`src/sv/stok_pkg.sv`:
```
// ----------------------------------------------------------------------------
// stok_pkg: shared types, constants and functions of the source tokenizer
// Token kinds, scanner phases, byte classes, the classified input item, the
// result token, the byte classifier and the keyword lookup.
// ----------------------------------------------------------------------------
package stok_pkg;

	localparam int POS_BITS_DEF = 16;
	localparam int KW_CHARS     = 8;
	localparam int KW_IDX       = $clog2(KW_CHARS);
	localparam int ITEM_DEPTH   = 4;
	localparam int TOK_DEPTH    = 4;

	localparam logic [7:0] CH_TAB   = 8'h09;
	localparam logic [7:0] CH_LF    = 8'h0A;
	localparam logic [7:0] CH_CR    = 8'h0D;
	localparam logic [7:0] CH_SPACE = 8'h20;
	localparam logic [7:0] CH_QUOTE = 8'h22;

	typedef enum logic [5:0] {
		TK_END      = 6'd0,
		TK_NUMBER   = 6'd1,
		TK_IDENT    = 6'd2,
		TK_STRING   = 6'd3,
		TK_TRUE     = 6'd4,
		TK_FALSE    = 6'd5,
		TK_NULL     = 6'd6,
		TK_IF       = 6'd7,
		TK_ELSE     = 6'd8,
		TK_WHILE    = 6'd9,
		TK_FOR      = 6'd10,
		TK_RETURN   = 6'd11,
		TK_BREAK    = 6'd12,
		TK_CONTINUE = 6'd13,
		TK_LET      = 6'd14,
		TK_FUN      = 6'd15,
		TK_PLUS     = 6'd16,
		TK_MINUS    = 6'd17,
		TK_ARROW    = 6'd18,
		TK_STAR     = 6'd19,
		TK_SLASH    = 6'd20,
		TK_LPAREN   = 6'd21,
		TK_RPAREN   = 6'd22,
		TK_LBRACE   = 6'd23,
		TK_RBRACE   = 6'd24,
		TK_LBRACKET = 6'd25,
		TK_RBRACKET = 6'd26,
		TK_COMMA    = 6'd27,
		TK_COLON    = 6'd28,
		TK_SEMI     = 6'd29,
		TK_ASSIGN   = 6'd30,
		TK_EQ       = 6'd31,
		TK_BANG     = 6'd32,
		TK_NE       = 6'd33,
		TK_LT       = 6'd34,
		TK_LE       = 6'd35,
		TK_SHL      = 6'd36,
		TK_GT       = 6'd37,
		TK_GE       = 6'd38,
		TK_SHR      = 6'd39,
		TK_AMP      = 6'd40,
		TK_ANDAND   = 6'd41,
		TK_BAR      = 6'd42,
		TK_OROR     = 6'd43,
		TK_BADCHAR  = 6'd44,
		TK_UNTERM   = 6'd45
	} tok_kind_t;

	typedef enum logic [3:0] {
		PH_IDLE,
		PH_NUM,
		PH_IDENT,
		PH_STR,
		PH_COMMENT,
		PH_ERROR,
		PH_MINUS,
		PH_EQ,
		PH_BANG,
		PH_LT,
		PH_GT,
		PH_AMP,
		PH_BAR,
		PH_SLASH
	} phase_t;

	typedef enum logic [2:0] {
		CL_BLANK,
		CL_NEWLINE,
		CL_DIGIT,
		CL_ALPHA,
		CL_QUOTE,
		CL_SINGLE,
		CL_PEND,
		CL_BAD
	} char_class_t;

	typedef struct packed {
		logic        mode;
		logic [7:0]  text_byte;
		char_class_t cls;
		tok_kind_t   kind;
		phase_t      pend;
	} item_t;

	typedef struct packed {
		tok_kind_t   kind;
		logic [15:0] start_offset;
		logic [15:0] text_length;
		logic [15:0] line_number;
		logic [15:0] column_number;
		logic        run_last;
	} token_t;

	// Sorts one byte into the class that the scanner acts on. Single-character
	// tokens carry their kind and operator starters carry their pending phase.
	function automatic item_t classify(input logic mode, input logic [7:0] b);
		item_t it;
		it.mode      = mode;
		it.text_byte = b;
		it.cls       = CL_BAD;
		it.kind      = TK_BADCHAR;
		it.pend      = PH_IDLE;
		if (b == CH_SPACE || b == CH_TAB || b == CH_CR) begin
			it.cls = CL_BLANK;
		end else if (b == CH_LF) begin
			it.cls = CL_NEWLINE;
		end else if (b >= "0" && b <= "9") begin
			it.cls = CL_DIGIT;
		end else if ((b >= "a" && b <= "z") || (b >= "A" && b <= "Z") || b == "_") begin
			it.cls = CL_ALPHA;
		end else if (b == CH_QUOTE) begin
			it.cls = CL_QUOTE;
		end else begin
			unique case (b)
				";": begin it.cls = CL_SINGLE; it.kind = TK_SEMI;     end
				"+": begin it.cls = CL_SINGLE; it.kind = TK_PLUS;     end
				"*": begin it.cls = CL_SINGLE; it.kind = TK_STAR;     end
				"(": begin it.cls = CL_SINGLE; it.kind = TK_LPAREN;   end
				")": begin it.cls = CL_SINGLE; it.kind = TK_RPAREN;   end
				"{": begin it.cls = CL_SINGLE; it.kind = TK_LBRACE;   end
				"}": begin it.cls = CL_SINGLE; it.kind = TK_RBRACE;   end
				"[": begin it.cls = CL_SINGLE; it.kind = TK_LBRACKET; end
				"]": begin it.cls = CL_SINGLE; it.kind = TK_RBRACKET; end
				",": begin it.cls = CL_SINGLE; it.kind = TK_COMMA;    end
				":": begin it.cls = CL_SINGLE; it.kind = TK_COLON;    end
				"-": begin it.cls = CL_PEND;   it.pend = PH_MINUS;    end
				"=": begin it.cls = CL_PEND;   it.pend = PH_EQ;       end
				"!": begin it.cls = CL_PEND;   it.pend = PH_BANG;     end
				"<": begin it.cls = CL_PEND;   it.pend = PH_LT;       end
				">": begin it.cls = CL_PEND;   it.pend = PH_GT;       end
				"&": begin it.cls = CL_PEND;   it.pend = PH_AMP;      end
				"|": begin it.cls = CL_PEND;   it.pend = PH_BAR;      end
				"/": begin it.cls = CL_PEND;   it.pend = PH_SLASH;    end
				default: begin it.cls = CL_BAD; end
			endcase
		end
		return it;
	endfunction

	// Compares the buffered name against the twelve keywords. Only the first
	// len characters of the buffer belong to the current name.
	function automatic tok_kind_t kw_lookup(input logic [KW_CHARS-1:0][7:0] buf_in,
			input logic [KW_IDX:0] len);
		logic [8*KW_CHARS-1:0] view;
		tok_kind_t             k;
		for (int i = 0; i < KW_CHARS; i++) begin
			view[8*(KW_CHARS-1-i) +: 8] = buf_in[i];
		end
		k = TK_IDENT;
		if (len == (KW_IDX+1)'(4) && view[8*KW_CHARS-1 -: 32] == "true")     k = TK_TRUE;
		if (len == (KW_IDX+1)'(5) && view[8*KW_CHARS-1 -: 40] == "false")    k = TK_FALSE;
		if (len == (KW_IDX+1)'(4) && view[8*KW_CHARS-1 -: 32] == "null")     k = TK_NULL;
		if (len == (KW_IDX+1)'(2) && view[8*KW_CHARS-1 -: 16] == "if")       k = TK_IF;
		if (len == (KW_IDX+1)'(4) && view[8*KW_CHARS-1 -: 32] == "else")     k = TK_ELSE;
		if (len == (KW_IDX+1)'(5) && view[8*KW_CHARS-1 -: 40] == "while")    k = TK_WHILE;
		if (len == (KW_IDX+1)'(3) && view[8*KW_CHARS-1 -: 24] == "for")      k = TK_FOR;
		if (len == (KW_IDX+1)'(6) && view[8*KW_CHARS-1 -: 48] == "return")   k = TK_RETURN;
		if (len == (KW_IDX+1)'(5) && view[8*KW_CHARS-1 -: 40] == "break")    k = TK_BREAK;
		if (len == (KW_IDX+1)'(8) && view[8*KW_CHARS-1 -: 64] == "continue") k = TK_CONTINUE;
		if (len == (KW_IDX+1)'(3) && view[8*KW_CHARS-1 -: 24] == "let")      k = TK_LET;
		if (len == (KW_IDX+1)'(3) && view[8*KW_CHARS-1 -: 24] == "fun")      k = TK_FUN;
		return k;
	endfunction

endpackage

```
`src/sv/source_tokenizer.sv`:
```
// ----------------------------------------------------------------------------
// source_tokenizer: streaming tokenizer for source text
// Turns a byte stream into tokens with kind, offset, length, line and column.
// ----------------------------------------------------------------------------
// Usage. The source channel (src_valid / src_stall, fields mode and
// text_byte) carries one source byte per transaction, or with mode set the
// end of the source. The token channel (tok_valid / tok_stall) carries one
// token per transaction; run_last marks the last token that a source
// transaction caused. Blanks, newlines and line comments give no token.
// A transaction is taken at a clock edge with valid high and stall low.
// Path: a taken byte is classified into the input queue; the scanner reads it
// from there and writes the token that it completes into the token queue.
// Throughput: one source byte per cycle. The scanner takes one byte per
// cycle from a four-entry input queue while its four-entry token queue has
// room for two tokens; a byte that ends one token and forms another yields
// two tokens, and the output side drains one token per cycle.
// Stall: while tok_stall is high the token queue fills, the scanner then
// waits, the input queue fills and src_stall rises. Nothing is lost.
// Reset: arst_n clears both queues and puts the scanner between tokens at
// offset 0, line 1, column 1. The end-of-source transaction gives the END
// token and returns the scanner to that same state for the next source.
// ----------------------------------------------------------------------------
module source_tokenizer #(
	parameter int POSITION_BITS = stok_pkg::POS_BITS_DEF
) (
	input  logic        clk,
	input  logic        arst_n,
	input  logic        src_valid,
	output logic        src_stall,
	input  logic        mode,
	input  logic [7:0]  text_byte,
	output logic        tok_valid,
	input  logic        tok_stall,
	output logic [5:0]  kind,
	output logic [15:0] start_offset,
	output logic [15:0] text_length,
	output logic [15:0] line_number,
	output logic [15:0] column_number,
	output logic        run_last
);

	localparam int TW = $bits(stok_pkg::token_t);
	localparam int CW = $clog2(stok_pkg::TOK_DEPTH+1);

	stok_pkg::item_t  item;
	logic             item_valid;
	logic             item_pop;
	logic             push0;
	logic             push1;
	stok_pkg::token_t tok0;
	stok_pkg::token_t tok1;
	logic             tok_room;
	logic             tok_pop;
	logic [TW-1:0]    head_bits;
	stok_pkg::token_t head;
	logic [CW-1:0]    tok_count;

	// Front: accept and classify source bytes.
	stok_front u_front (
		.clk       (clk),
		.arst_n    (arst_n),
		.src_valid (src_valid),
		.src_stall (src_stall),
		.mode      (mode),
		.text_byte (text_byte),
		.item_valid(item_valid),
		.item      (item),
		.item_pop  (item_pop)
	);

	// The scanner only takes a byte when both of its possible tokens fit.
	assign tok_room = (tok_count <= CW'(stok_pkg::TOK_DEPTH - 2));

	// Back: scanner state machine.
	stok_scan #(
		.POS_BITS(POSITION_BITS)
	) u_scan (
		.clk       (clk),
		.arst_n    (arst_n),
		.item_valid(item_valid),
		.item      (item),
		.item_pop  (item_pop),
		.tok_room  (tok_room),
		.push0     (push0),
		.push1     (push1),
		.tok0      (tok0),
		.tok1      (tok1)
	);

	// Token queue in front of the output channel.
	stok_fifo #(
		.WIDTH(TW),
		.DEPTH(stok_pkg::TOK_DEPTH)
	) u_tok_q (
		.clk   (clk),
		.arst_n(arst_n),
		.push0 (push0),
		.data0 (tok0),
		.push1 (push1),
		.data1 (tok1),
		.pop   (tok_pop),
		.head  (head_bits),
		.count (tok_count)
	);

	assign head          = stok_pkg::token_t'(head_bits);
	assign tok_valid     = (tok_count != '0);
	assign tok_pop       = tok_valid && !tok_stall;
	assign kind          = head.kind;
	assign start_offset  = head.start_offset;
	assign text_length   = head.text_length;
	assign line_number   = head.line_number;
	assign column_number = head.column_number;
	assign run_last      = head.run_last;

endmodule

```
`src/sv/stok_fifo.sv`:
```
// ----------------------------------------------------------------------------
// stok_fifo: small register queue with one or two writes per cycle
// Holds up to DEPTH entries (a power of two); the head entry is always shown.
// ----------------------------------------------------------------------------
module stok_fifo #(
	parameter int WIDTH = 8,
	parameter int DEPTH = 4
) (
	input  logic                       clk,
	input  logic                       arst_n,
	input  logic                       push0,
	input  logic [WIDTH-1:0]           data0,
	input  logic                       push1,
	input  logic [WIDTH-1:0]           data1,
	input  logic                       pop,
	output logic [WIDTH-1:0]           head,
	output logic [$clog2(DEPTH+1)-1:0] count
);

	localparam int AW = $clog2(DEPTH);
	localparam int CW = $clog2(DEPTH+1);

	logic [WIDTH-1:0] mem_q [DEPTH];
	logic [AW-1:0]    wp_q;
	logic [AW-1:0]    rp_q;
	logic [CW-1:0]    cnt_q;

	// The second write lands just behind the first one.
	always_ff @(posedge clk) begin
		if (push0) begin
			mem_q[wp_q] <= data0;
		end
		if (push1) begin
			mem_q[wp_q + AW'(1)] <= data1;
		end
	end

	always_ff @(posedge clk or negedge arst_n) begin
		if (!arst_n) begin
			wp_q  <= '0;
			rp_q  <= '0;
			cnt_q <= '0;
		end else begin
			wp_q  <= wp_q + AW'(push0) + AW'(push1);
			rp_q  <= rp_q + AW'(pop);
			cnt_q <= cnt_q + CW'(push0) + CW'(push1) - CW'(pop);
		end
	end

	assign head  = mem_q[rp_q];
	assign count = cnt_q;

endmodule

```
`src/sv/stok_front.sv`:
```
// ----------------------------------------------------------------------------
// stok_front: input side of the tokenizer
// Accepts source transactions, classifies each byte and queues the result.
// ----------------------------------------------------------------------------
module stok_front (
	input  logic            clk,
	input  logic            arst_n,
	input  logic            src_valid,
	output logic            src_stall,
	input  logic            mode,
	input  logic [7:0]      text_byte,
	output logic            item_valid,
	output stok_pkg::item_t item,
	input  logic            item_pop
);

	localparam int IW = $bits(stok_pkg::item_t);
	localparam int CW = $clog2(stok_pkg::ITEM_DEPTH+1);

	logic          push;
	logic [IW-1:0] push_bits;
	logic [IW-1:0] head_bits;
	logic [CW-1:0] count;

	assign src_stall = (count == CW'(stok_pkg::ITEM_DEPTH));
	assign push      = src_valid && !src_stall;
	assign push_bits = stok_pkg::classify(mode, text_byte);

	stok_fifo #(
		.WIDTH(IW),
		.DEPTH(stok_pkg::ITEM_DEPTH)
	) u_item_q (
		.clk   (clk),
		.arst_n(arst_n),
		.push0 (push),
		.data0 (push_bits),
		.push1 (1'b0),
		.data1 ('0),
		.pop   (item_pop),
		.head  (head_bits),
		.count (count)
	);

	assign item_valid = (count != '0);
	assign item       = stok_pkg::item_t'(head_bits);

endmodule

```
`src/sv/stok_scan.sv`:
```
// ----------------------------------------------------------------------------
// stok_scan: scanner state machine of the tokenizer
// Takes one classified item per cycle while tok_room holds, giving up to two tokens.
// ----------------------------------------------------------------------------
module stok_scan #(
	parameter int POS_BITS = stok_pkg::POS_BITS_DEF
) (
	input  logic             clk,
	input  logic             arst_n,
	input  logic             item_valid,
	input  stok_pkg::item_t  item,
	output logic             item_pop,
	input  logic             tok_room,
	output logic             push0,
	output logic             push1,
	output stok_pkg::token_t tok0,
	output stok_pkg::token_t tok1
);

	localparam logic [POS_BITS-1:0] POS_ONE = POS_BITS'(1);
	localparam logic [POS_BITS-1:0] POS_TWO = POS_BITS'(2);

	typedef struct packed {
		logic                v;
		stok_pkg::tok_kind_t kind;
		logic [POS_BITS-1:0] start;
		logic [POS_BITS-1:0] len;
		logic [POS_BITS-1:0] line;
		logic [POS_BITS-1:0] col;
	} emit_t;

	typedef struct packed {
		stok_pkg::tok_kind_t single;
		logic [7:0]          c1;
		stok_pkg::tok_kind_t k1;
		logic                has_c2;
		stok_pkg::tok_kind_t k2;
	} pend_t;

	function automatic logic [POS_BITS-1:0] pos_inc(input logic [POS_BITS-1:0] v);
		return (v == '1) ? v : v + POS_ONE;
	endfunction

	function automatic logic [15:0] sat16(input logic [POS_BITS-1:0] v);
		logic [32:0] w;
		w = 33'(v);
		return (w > 33'h0FFFF) ? 16'hFFFF : w[15:0];
	endfunction

	function automatic emit_t mk(input stok_pkg::tok_kind_t kind,
			input logic [POS_BITS-1:0] start, input logic [POS_BITS-1:0] len,
			input logic [POS_BITS-1:0] line, input logic [POS_BITS-1:0] col);
		emit_t e;
		e.v     = 1'b1;
		e.kind  = kind;
		e.start = start;
		e.len   = len;
		e.line  = line;
		e.col   = col;
		return e;
	endfunction

	function automatic stok_pkg::token_t to_token(input emit_t e, input logic last);
		stok_pkg::token_t t;
		t.kind          = e.kind;
		t.start_offset  = sat16(e.start);
		t.text_length   = sat16(e.len);
		t.line_number   = sat16(e.line);
		t.column_number = sat16(e.col);
		t.run_last      = last;
		return t;
	endfunction

	// What a pending operator turns into, by the character that follows it.
	function automatic pend_t pend_info(input stok_pkg::phase_t ph);
		pend_t p;
		p.single = stok_pkg::TK_BADCHAR;
		p.c1     = 8'h00;
		p.k1     = stok_pkg::TK_BADCHAR;
		p.has_c2 = 1'b0;
		p.k2     = stok_pkg::TK_BADCHAR;
		unique case (ph)
			stok_pkg::PH_MINUS: begin
				p.single = stok_pkg::TK_MINUS;  p.c1 = ">"; p.k1 = stok_pkg::TK_ARROW;
			end
			stok_pkg::PH_EQ: begin
				p.single = stok_pkg::TK_ASSIGN; p.c1 = "="; p.k1 = stok_pkg::TK_EQ;
			end
			stok_pkg::PH_BANG: begin
				p.single = stok_pkg::TK_BANG;   p.c1 = "="; p.k1 = stok_pkg::TK_NE;
			end
			stok_pkg::PH_LT: begin
				p.single = stok_pkg::TK_LT;     p.c1 = "<"; p.k1 = stok_pkg::TK_SHL;
				p.has_c2 = 1'b1;                p.k2 = stok_pkg::TK_LE;
			end
			stok_pkg::PH_GT: begin
				p.single = stok_pkg::TK_GT;     p.c1 = ">"; p.k1 = stok_pkg::TK_SHR;
				p.has_c2 = 1'b1;                p.k2 = stok_pkg::TK_GE;
			end
			stok_pkg::PH_AMP: begin
				p.single = stok_pkg::TK_AMP;    p.c1 = "&"; p.k1 = stok_pkg::TK_ANDAND;
			end
			stok_pkg::PH_BAR: begin
				p.single = stok_pkg::TK_BAR;    p.c1 = "|"; p.k1 = stok_pkg::TK_OROR;
			end
			stok_pkg::PH_SLASH: begin
				p.single = stok_pkg::TK_SLASH;  p.c1 = "/";
			end
			default: begin
			end
		endcase
		return p;
	endfunction

	stok_pkg::phase_t    phase_q, phase_n;
	logic [POS_BITS-1:0] off_q, off_n;
	logic [POS_BITS-1:0] line_q, line_n;
	logic [POS_BITS-1:0] col_q, col_n;
	logic [POS_BITS-1:0] tstart_q, tstart_n;
	logic [POS_BITS-1:0] tline_q, tline_n;
	logic [POS_BITS-1:0] tcol_q, tcol_n;
	logic [POS_BITS-1:0] cnt_q, cnt_n;
	logic [stok_pkg::KW_CHARS-1:0][7:0] kwbuf_q, kwbuf_n;

	logic                do_idle;
	logic [7:0]          b;
	pend_t               pi;
	stok_pkg::tok_kind_t ident_kind;
	emit_t               e0;
	emit_t               e1;

	assign item_pop = item_valid && tok_room;
	assign b        = item.text_byte;
	assign pi       = pend_info(phase_q);
	assign ident_kind = (cnt_q > POS_BITS'(stok_pkg::KW_CHARS)) ? stok_pkg::TK_IDENT :
		stok_pkg::kw_lookup(kwbuf_q, cnt_q[stok_pkg::KW_IDX:0]);

	always_comb begin
		phase_n  = phase_q;
		off_n    = off_q;
		line_n   = line_q;
		col_n    = col_q;
		tstart_n = tstart_q;
		tline_n  = tline_q;
		tcol_n   = tcol_q;
		cnt_n    = cnt_q;
		kwbuf_n  = kwbuf_q;
		e0       = '0;
		e1       = '0;
		do_idle  = 1'b0;

		if (item_pop) begin
			if (item.mode) begin
				// End of source: flush an open token, then END, then start over.
				unique case (phase_q)
					stok_pkg::PH_NUM:
						e0 = mk(stok_pkg::TK_NUMBER, tstart_q, cnt_q, tline_q, tcol_q);
					stok_pkg::PH_IDENT:
						e0 = mk(ident_kind, tstart_q, cnt_q, tline_q, tcol_q);
					stok_pkg::PH_STR:
						e0 = mk(stok_pkg::TK_UNTERM, tstart_q, cnt_q, tline_q, tcol_q);
					stok_pkg::PH_MINUS, stok_pkg::PH_EQ, stok_pkg::PH_BANG,
					stok_pkg::PH_LT, stok_pkg::PH_GT, stok_pkg::PH_AMP,
					stok_pkg::PH_BAR, stok_pkg::PH_SLASH:
						e0 = mk(pi.single, tstart_q, cnt_q, tline_q, tcol_q);
					default: begin
					end
				endcase
				e1       = mk(stok_pkg::TK_END, off_q, '0, line_q, col_q);
				phase_n  = stok_pkg::PH_IDLE;
				off_n    = '0;
				line_n   = POS_ONE;
				col_n    = POS_ONE;
				tstart_n = '0;
				tline_n  = POS_ONE;
				tcol_n   = POS_ONE;
				cnt_n    = '0;
			end else begin
				unique case (phase_q)
					stok_pkg::PH_ERROR: begin
					end
					stok_pkg::PH_NUM: begin
						if (item.cls == stok_pkg::CL_DIGIT) begin
							cnt_n = pos_inc(cnt_q);
							off_n = pos_inc(off_q);
							col_n = pos_inc(col_q);
						end else begin
							e0      = mk(stok_pkg::TK_NUMBER, tstart_q, cnt_q, tline_q, tcol_q);
							phase_n = stok_pkg::PH_IDLE;
							do_idle = 1'b1;
						end
					end
					stok_pkg::PH_IDENT: begin
						if (item.cls == stok_pkg::CL_DIGIT || item.cls == stok_pkg::CL_ALPHA) begin
							if (cnt_q < POS_BITS'(stok_pkg::KW_CHARS)) begin
								kwbuf_n[cnt_q[stok_pkg::KW_IDX-1:0]] = b;
							end
							cnt_n = pos_inc(cnt_q);
							off_n = pos_inc(off_q);
							col_n = pos_inc(col_q);
						end else begin
							e0      = mk(ident_kind, tstart_q, cnt_q, tline_q, tcol_q);
							phase_n = stok_pkg::PH_IDLE;
							do_idle = 1'b1;
						end
					end
					stok_pkg::PH_STR: begin
						// A newline inside a string is plain content.
						if (item.cls == stok_pkg::CL_QUOTE) begin
							e0      = mk(stok_pkg::TK_STRING, tstart_q, cnt_q, tline_q, tcol_q);
							phase_n = stok_pkg::PH_IDLE;
						end else begin
							cnt_n = pos_inc(cnt_q);
						end
						off_n = pos_inc(off_q);
						col_n = pos_inc(col_q);
					end
					stok_pkg::PH_COMMENT: begin
						if (item.cls == stok_pkg::CL_NEWLINE) begin
							phase_n = stok_pkg::PH_IDLE;
							do_idle = 1'b1;
						end else begin
							off_n = pos_inc(off_q);
							col_n = pos_inc(col_q);
						end
					end
					stok_pkg::PH_MINUS, stok_pkg::PH_EQ, stok_pkg::PH_BANG,
					stok_pkg::PH_LT, stok_pkg::PH_GT, stok_pkg::PH_AMP,
					stok_pkg::PH_BAR, stok_pkg::PH_SLASH: begin
						if (b == pi.c1) begin
							off_n = pos_inc(off_q);
							col_n = pos_inc(col_q);
							if (phase_q == stok_pkg::PH_SLASH) begin
								phase_n = stok_pkg::PH_COMMENT;
							end else begin
								cnt_n   = POS_TWO;
								e0      = mk(pi.k1, tstart_q, POS_TWO, tline_q, tcol_q);
								phase_n = stok_pkg::PH_IDLE;
							end
						end else if (pi.has_c2 && b == "=") begin
							off_n   = pos_inc(off_q);
							col_n   = pos_inc(col_q);
							cnt_n   = POS_TWO;
							e0      = mk(pi.k2, tstart_q, POS_TWO, tline_q, tcol_q);
							phase_n = stok_pkg::PH_IDLE;
						end else begin
							// Not completed: give the one-character operator and
							// scan this byte afresh.
							e0      = mk(pi.single, tstart_q, cnt_q, tline_q, tcol_q);
							phase_n = stok_pkg::PH_IDLE;
							do_idle = 1'b1;
						end
					end
					default: begin
						phase_n = stok_pkg::PH_IDLE;
						do_idle = 1'b1;
					end
				endcase

				if (do_idle) begin
					unique case (item.cls)
						stok_pkg::CL_BLANK: begin
							off_n = pos_inc(off_q);
							col_n = pos_inc(col_q);
						end
						stok_pkg::CL_NEWLINE: begin
							off_n  = pos_inc(off_q);
							line_n = pos_inc(line_q);
							col_n  = POS_ONE;
						end
						default: begin
							tstart_n = off_q;
							tline_n  = line_q;
							tcol_n   = col_q;
							cnt_n    = POS_ONE;
							off_n    = pos_inc(off_q);
							col_n    = pos_inc(col_q);
							unique case (item.cls)
								stok_pkg::CL_DIGIT: begin
									phase_n = stok_pkg::PH_NUM;
								end
								stok_pkg::CL_ALPHA: begin
									kwbuf_n[0] = b;
									phase_n    = stok_pkg::PH_IDENT;
								end
								stok_pkg::CL_QUOTE: begin
									// The string text starts after the quote.
									tstart_n = pos_inc(off_q);
									cnt_n    = '0;
									phase_n  = stok_pkg::PH_STR;
								end
								stok_pkg::CL_SINGLE: begin
									e1 = mk(item.kind, off_q, POS_ONE, line_q, col_q);
								end
								stok_pkg::CL_PEND: begin
									phase_n = item.pend;
								end
								default: begin
									e1      = mk(stok_pkg::TK_BADCHAR, off_q, POS_ONE, line_q, col_q);
									phase_n = stok_pkg::PH_ERROR;
								end
							endcase
						end
					endcase
				end
			end
		end
	end

	// The earlier token goes first; run_last marks whichever comes last.
	always_comb begin
		push0 = e0.v || e1.v;
		push1 = e0.v && e1.v;
		tok0  = e0.v ? to_token(e0, !e1.v) : to_token(e1, 1'b1);
		tok1  = to_token(e1, 1'b1);
	end

	always_ff @(posedge clk or negedge arst_n) begin
		if (!arst_n) begin
			phase_q  <= stok_pkg::PH_IDLE;
			off_q    <= '0;
			line_q   <= POS_ONE;
			col_q    <= POS_ONE;
			tstart_q <= '0;
			tline_q  <= POS_ONE;
			tcol_q   <= POS_ONE;
			cnt_q    <= '0;
		end else begin
			phase_q  <= phase_n;
			off_q    <= off_n;
			line_q   <= line_n;
			col_q    <= col_n;
			tstart_q <= tstart_n;
			tline_q  <= tline_n;
			tcol_q   <= tcol_n;
			cnt_q    <= cnt_n;
		end
	end

	always_ff @(posedge clk) begin
		kwbuf_q <= kwbuf_n;
	end

endmodule

```
`config.mk`:
```
export PLATFORM = sky130hd
export DESIGN_NAME = source_tokenizer
export DESIGN_NICKNAME = d
export VERILOG_FILES = /design/src/sv/stok_pkg.sv /design/src/sv/source_tokenizer.sv /design/src/sv/stok_fifo.sv /design/src/sv/stok_front.sv /design/src/sv/stok_scan.sv
export SDC_FILE = /design/constraint.sdc
export NUM_CORES = 1
export LEC_CHECK = 0
export ABC_AREA = 1
export BUFFER_PORTS_ARGS = -buffer_cell sky130_fd_sc_hd__clkbuf_2
export CAP_MARGIN = 25
export CELL_PAD_IN_SITES_DETAIL_PLACEMENT = 0
export CELL_PAD_IN_SITES_GLOBAL_PLACEMENT = 1
export CORE_AREA = 2 2 245 247
export CTS_CLUSTER_SIZE = 25
export DETAILED_ROUTE_END_ITERATION = 8
export DIE_AREA = 0 0 247 249
export PLACE_DENSITY = 0.88
export REMOVE_ABC_BUFFERS = 1
export SKIP_CTS_REPAIR_TIMING = 1
export SLEW_MARGIN = 10
export SYNTH_ARGS = -nofsm -noshare
export SYNTH_HDL_FRONTEND = slang
export SYNTH_SLANG_ARGS = --single-unit
export TNS_END_PERCENT = 10
```
`constraint.sdc`:
```
create_clock -name clk -period 8.4 [get_ports clk]
set_input_delay 0 -clock clk [delete_from_list [all_inputs] [get_ports clk]]
set_output_delay 0 -clock clk [all_outputs]
set_load 0.02 [all_outputs]
```
==> out/qor.txt <==
Status: complete, no violations
Ports: 86
Via count: 26.3k
Post-synth ARST share: 23.0%
End of the worst register-to-register path: u_tok_q.mem_q[2][62]
Port bufs: 85
Seq/Total Area, Yosys: 51.7%
Power per cell area: 357 nW/um^2
Fin. max-slew vios: 0
Crit Path Max Fanout: 46
Post-synth cell types: 59
First-pass DRT Iterations: 6
Number of global-route vias before repair: 24.7k
RSZ-0062 raised after global routing: no
Pre-CTS WS: 2.22 ns
Wire per inst: 19.9 um
Most frequent cells in the layout: nand2_1 (1138), edfxtp_1 (372), nor2_1 (326)
Mapped Cells: 3724
Reg-to-reg startpoint: u_front.u_item_q.rp_q[0]
Hold path startpoint: mode
CTS buffer count: 60
Simple-gate area share of the yosys netlist: 26.2%
Hold Path Class: primary input to register
Max Clock Freq: 160 MHz
Initial DRC count: 2690
Die H: 249 um
Global route total overflow: 0
Final wirelength: 89.7 mm
Final Wtd Congestion: 0.928
Hold Fails Final Rpt: 0
Area growth syn-to-layout: 8.85%
Initial Util: 51.8%
Clk pin slew, worst setup/hold paths: 0.06 ns
Critical Path AT: 6.53 ns
Clock Tree Root: clkbuf_16
Relative slew slack: 28.6%
Hold endpoint: u_front.u_item_q.mem_q[3][21]
Main synth FF type: edfxtp_1
Vias per inst: 5.84
Die Wd: 247 um
# clock sinks: 566
Commonest non-fill, non-tap cell in the layout: nand2_1
# diodes: 0
Synth Area in XOR/XNOR: 1.01%
Synth Area in Compound Gates: 12.8%
First-pass GRT wire length: 141 mm
Hold Path Stages: 2
GRT Overall Usage: 29.0%
Final WS setup: 2.17 ns
Largest family of logic cells by synthesized area: simple AND/OR/NAND/NOR gates
Synthesized area: 30400 um^2
CP Class: register to register
Layout cells sized above 1: 8.31%
CTS tree: done
Min cycle time layout: 6.23 ns
DP HPWL: 56.1 mm
Mux cell area share after synthesis: 0%
DP Cell Count: 4383
Seq cells post-synth: 566
Synth Warn #: 0
Nets: 3721
Max Cap Viol: 0
Post-synth EDFFs: 372
DRT antenna net count: 0
Final setup fails: 0
Initial antenna violation count: 0
Largest net degree at the start of global routing: 81
Fin crit share: 74.2%
Max IR drop VDD: 0.000411 V
Fin cells: 4515
Number of placement rows: 89
H-tree Lvls: 2
Lkg Pwr: 13.4 nW
Worst-Margin Slew: 1.07 ns
DR DRC count: 0
Worst reg-to-reg setup slack: 2.17 ns
Setup crit start kind: register
Clock buffer depth: 3
Critical path startpoint: u_front.u_item_q.rp_q[0]
Core footprint: 58700 um^2
Synth Area per Inst: 8.16 um^2
Crit path required time: 8.70 ns
Setup TNS: 0 ns
Die area: 61500 um^2
Clock skew: 0.0279 ns
Adder-Cell Fraction of Synth Area: 0.840%
Critical Path Sink Type: register
Skew-Pair Late Insertion Delay: 0.66 ns
Worst-case reg-to-reg path depth: 16
-- sequential cells by signal, indices dropped and copies added, names as in the netlist --
signal,cells
u_front.u_item_q.rp_q,2
u_front.u_item_q.wp_q,2
u_scan.tstart_q,16
u_scan.tcol_q,16
u_tok_q.mem_q,284
u_scan.cnt_q,16
u_front.u_item_q.mem_q,88
u_scan.off_q,16
u_scan.phase_q,4
u_front.u_item_q.count,3
u_tok_q.wp_q,2
u_scan.kwbuf_q,64
u_scan.tline_q,16
u_scan.col_q,16
u_tok_q.count,3
u_tok_q.rp_q,2
u_scan.line_q,16
-- Yosys cell counts (23+ instances only) --
| master | n | area share [%] |
|---|---|---|
| nor2_1 | 327 | 4.0 |
| o21ai_0 | 313 | 5.2 |
| edfxtp_1 | 372 | 37 |
| a21oi_1 | 69 | 1.1 |
| clkbuf_1 | 136 | 1.7 |
| nor3_1 | 81 | 1.3 |
| nand4_1 | 55 | 1.1 |
| inv_2 | 23 | 0.28 |
| nand3_1 | 231 | 3.8 |
| nand2_1 | 1143 | 14 |
| inv_1 | 271 | 3.3 |
| xor2_1 | 33 | 0.95 |
| o22ai_1 | 146 | 3.0 |
| o21ai_1 | 24 | 0.40 |
| buf_2 | 66 | 1.1 |
| dfrtp_1 | 126 | 10 |
| dfxtp_1 | 64 | 4.2 |
| o211ai_1 | 40 | 0.99 |
-- power by group --
group	switching (W)	internal (W)	total [W]
Combinational	0.00398	0.00119	0.00517
Sequential	0.000285	0.00375	0.00404
Clock	0.00114	0.00145	0.00259
-- per-layer routing --
layer  vias to the layer above  GRT usage, %  part of all wire [%]
met3                       156          4.64                   8.3
met5                         -             0                     0
met2                      1128          45.3                    45
li1                      12500             -                     -
met4                         0          8.28                   2.4
met1                     12600          41.8                    44
-- kinds of logic after synthesis --
logic type | Yosys count
and+or+nand+nor | 1904
buffers and inverters | 536
AOI/OAI and AO/OA | 665
xor gates and xnor gates | 35
adders and majority gates | 18
DFF | 566
-- how the worst max path moves through the flow --
stage,endpoint,slack (ns)
after CTS,u_tok_q.mem_q[2][64],2.17
after floorplan,u_tok_q.mem_q[0][10],1.01
after global placement,u_tok_q.mem_q[2][23],2.41
final,u_tok_q.mem_q[2][62],2.17
after global routing,u_tok_q.mem_q[2][62],1.75
after detailed placement,u_tok_q.mem_q[2][63],2.22
-- area by class of cell --
cell class,count,area (um^2)
clock inverters,31,275
fillers,5307,25600
inverters,298,1120
flip-flops and latches,566,15700
multi-input cells,2622,12500
repair buffers,142,912
well taps,773,967
clock buffers,83,1620
-- critical path: stages (launching register included) --
cell and delay [ns]:
dfrtp_1 0.38, buf_4 0.42, nor2_1 0.17, o31ai_4 0.33, nand3_2 0.56, nor2_2 0.72, nor2_2 0.13, nand2_1 0.10
nand2_2 0.28, nand2_1 0.23, nand2_4 0.14, inv_2 0.51, nand2_4 0.19, inv_2 0.14, nand2_2 0.35, nand2_2 0.68
buf_4 0.50
-- metrics by stage --
stage | power, W | utilization (%) | instance area, um^2 | hold slack, ns
floorplan | 0.00714 | - | 29200 | -0.296
detailed placement | 0.00918 | 52.8 | 31000 | 0.0826
global route | 0.0124 | 56.4 | 33100 | 0.133
global placement | 0.00913 | 52.8 | 31000 | 0.0884
CTS | 0.0118 | 56.1 | 32900 | -0.602
finish | 0.0118 | 56.4 | 33100 | 0.132
(Power assumes the default switching activity.)
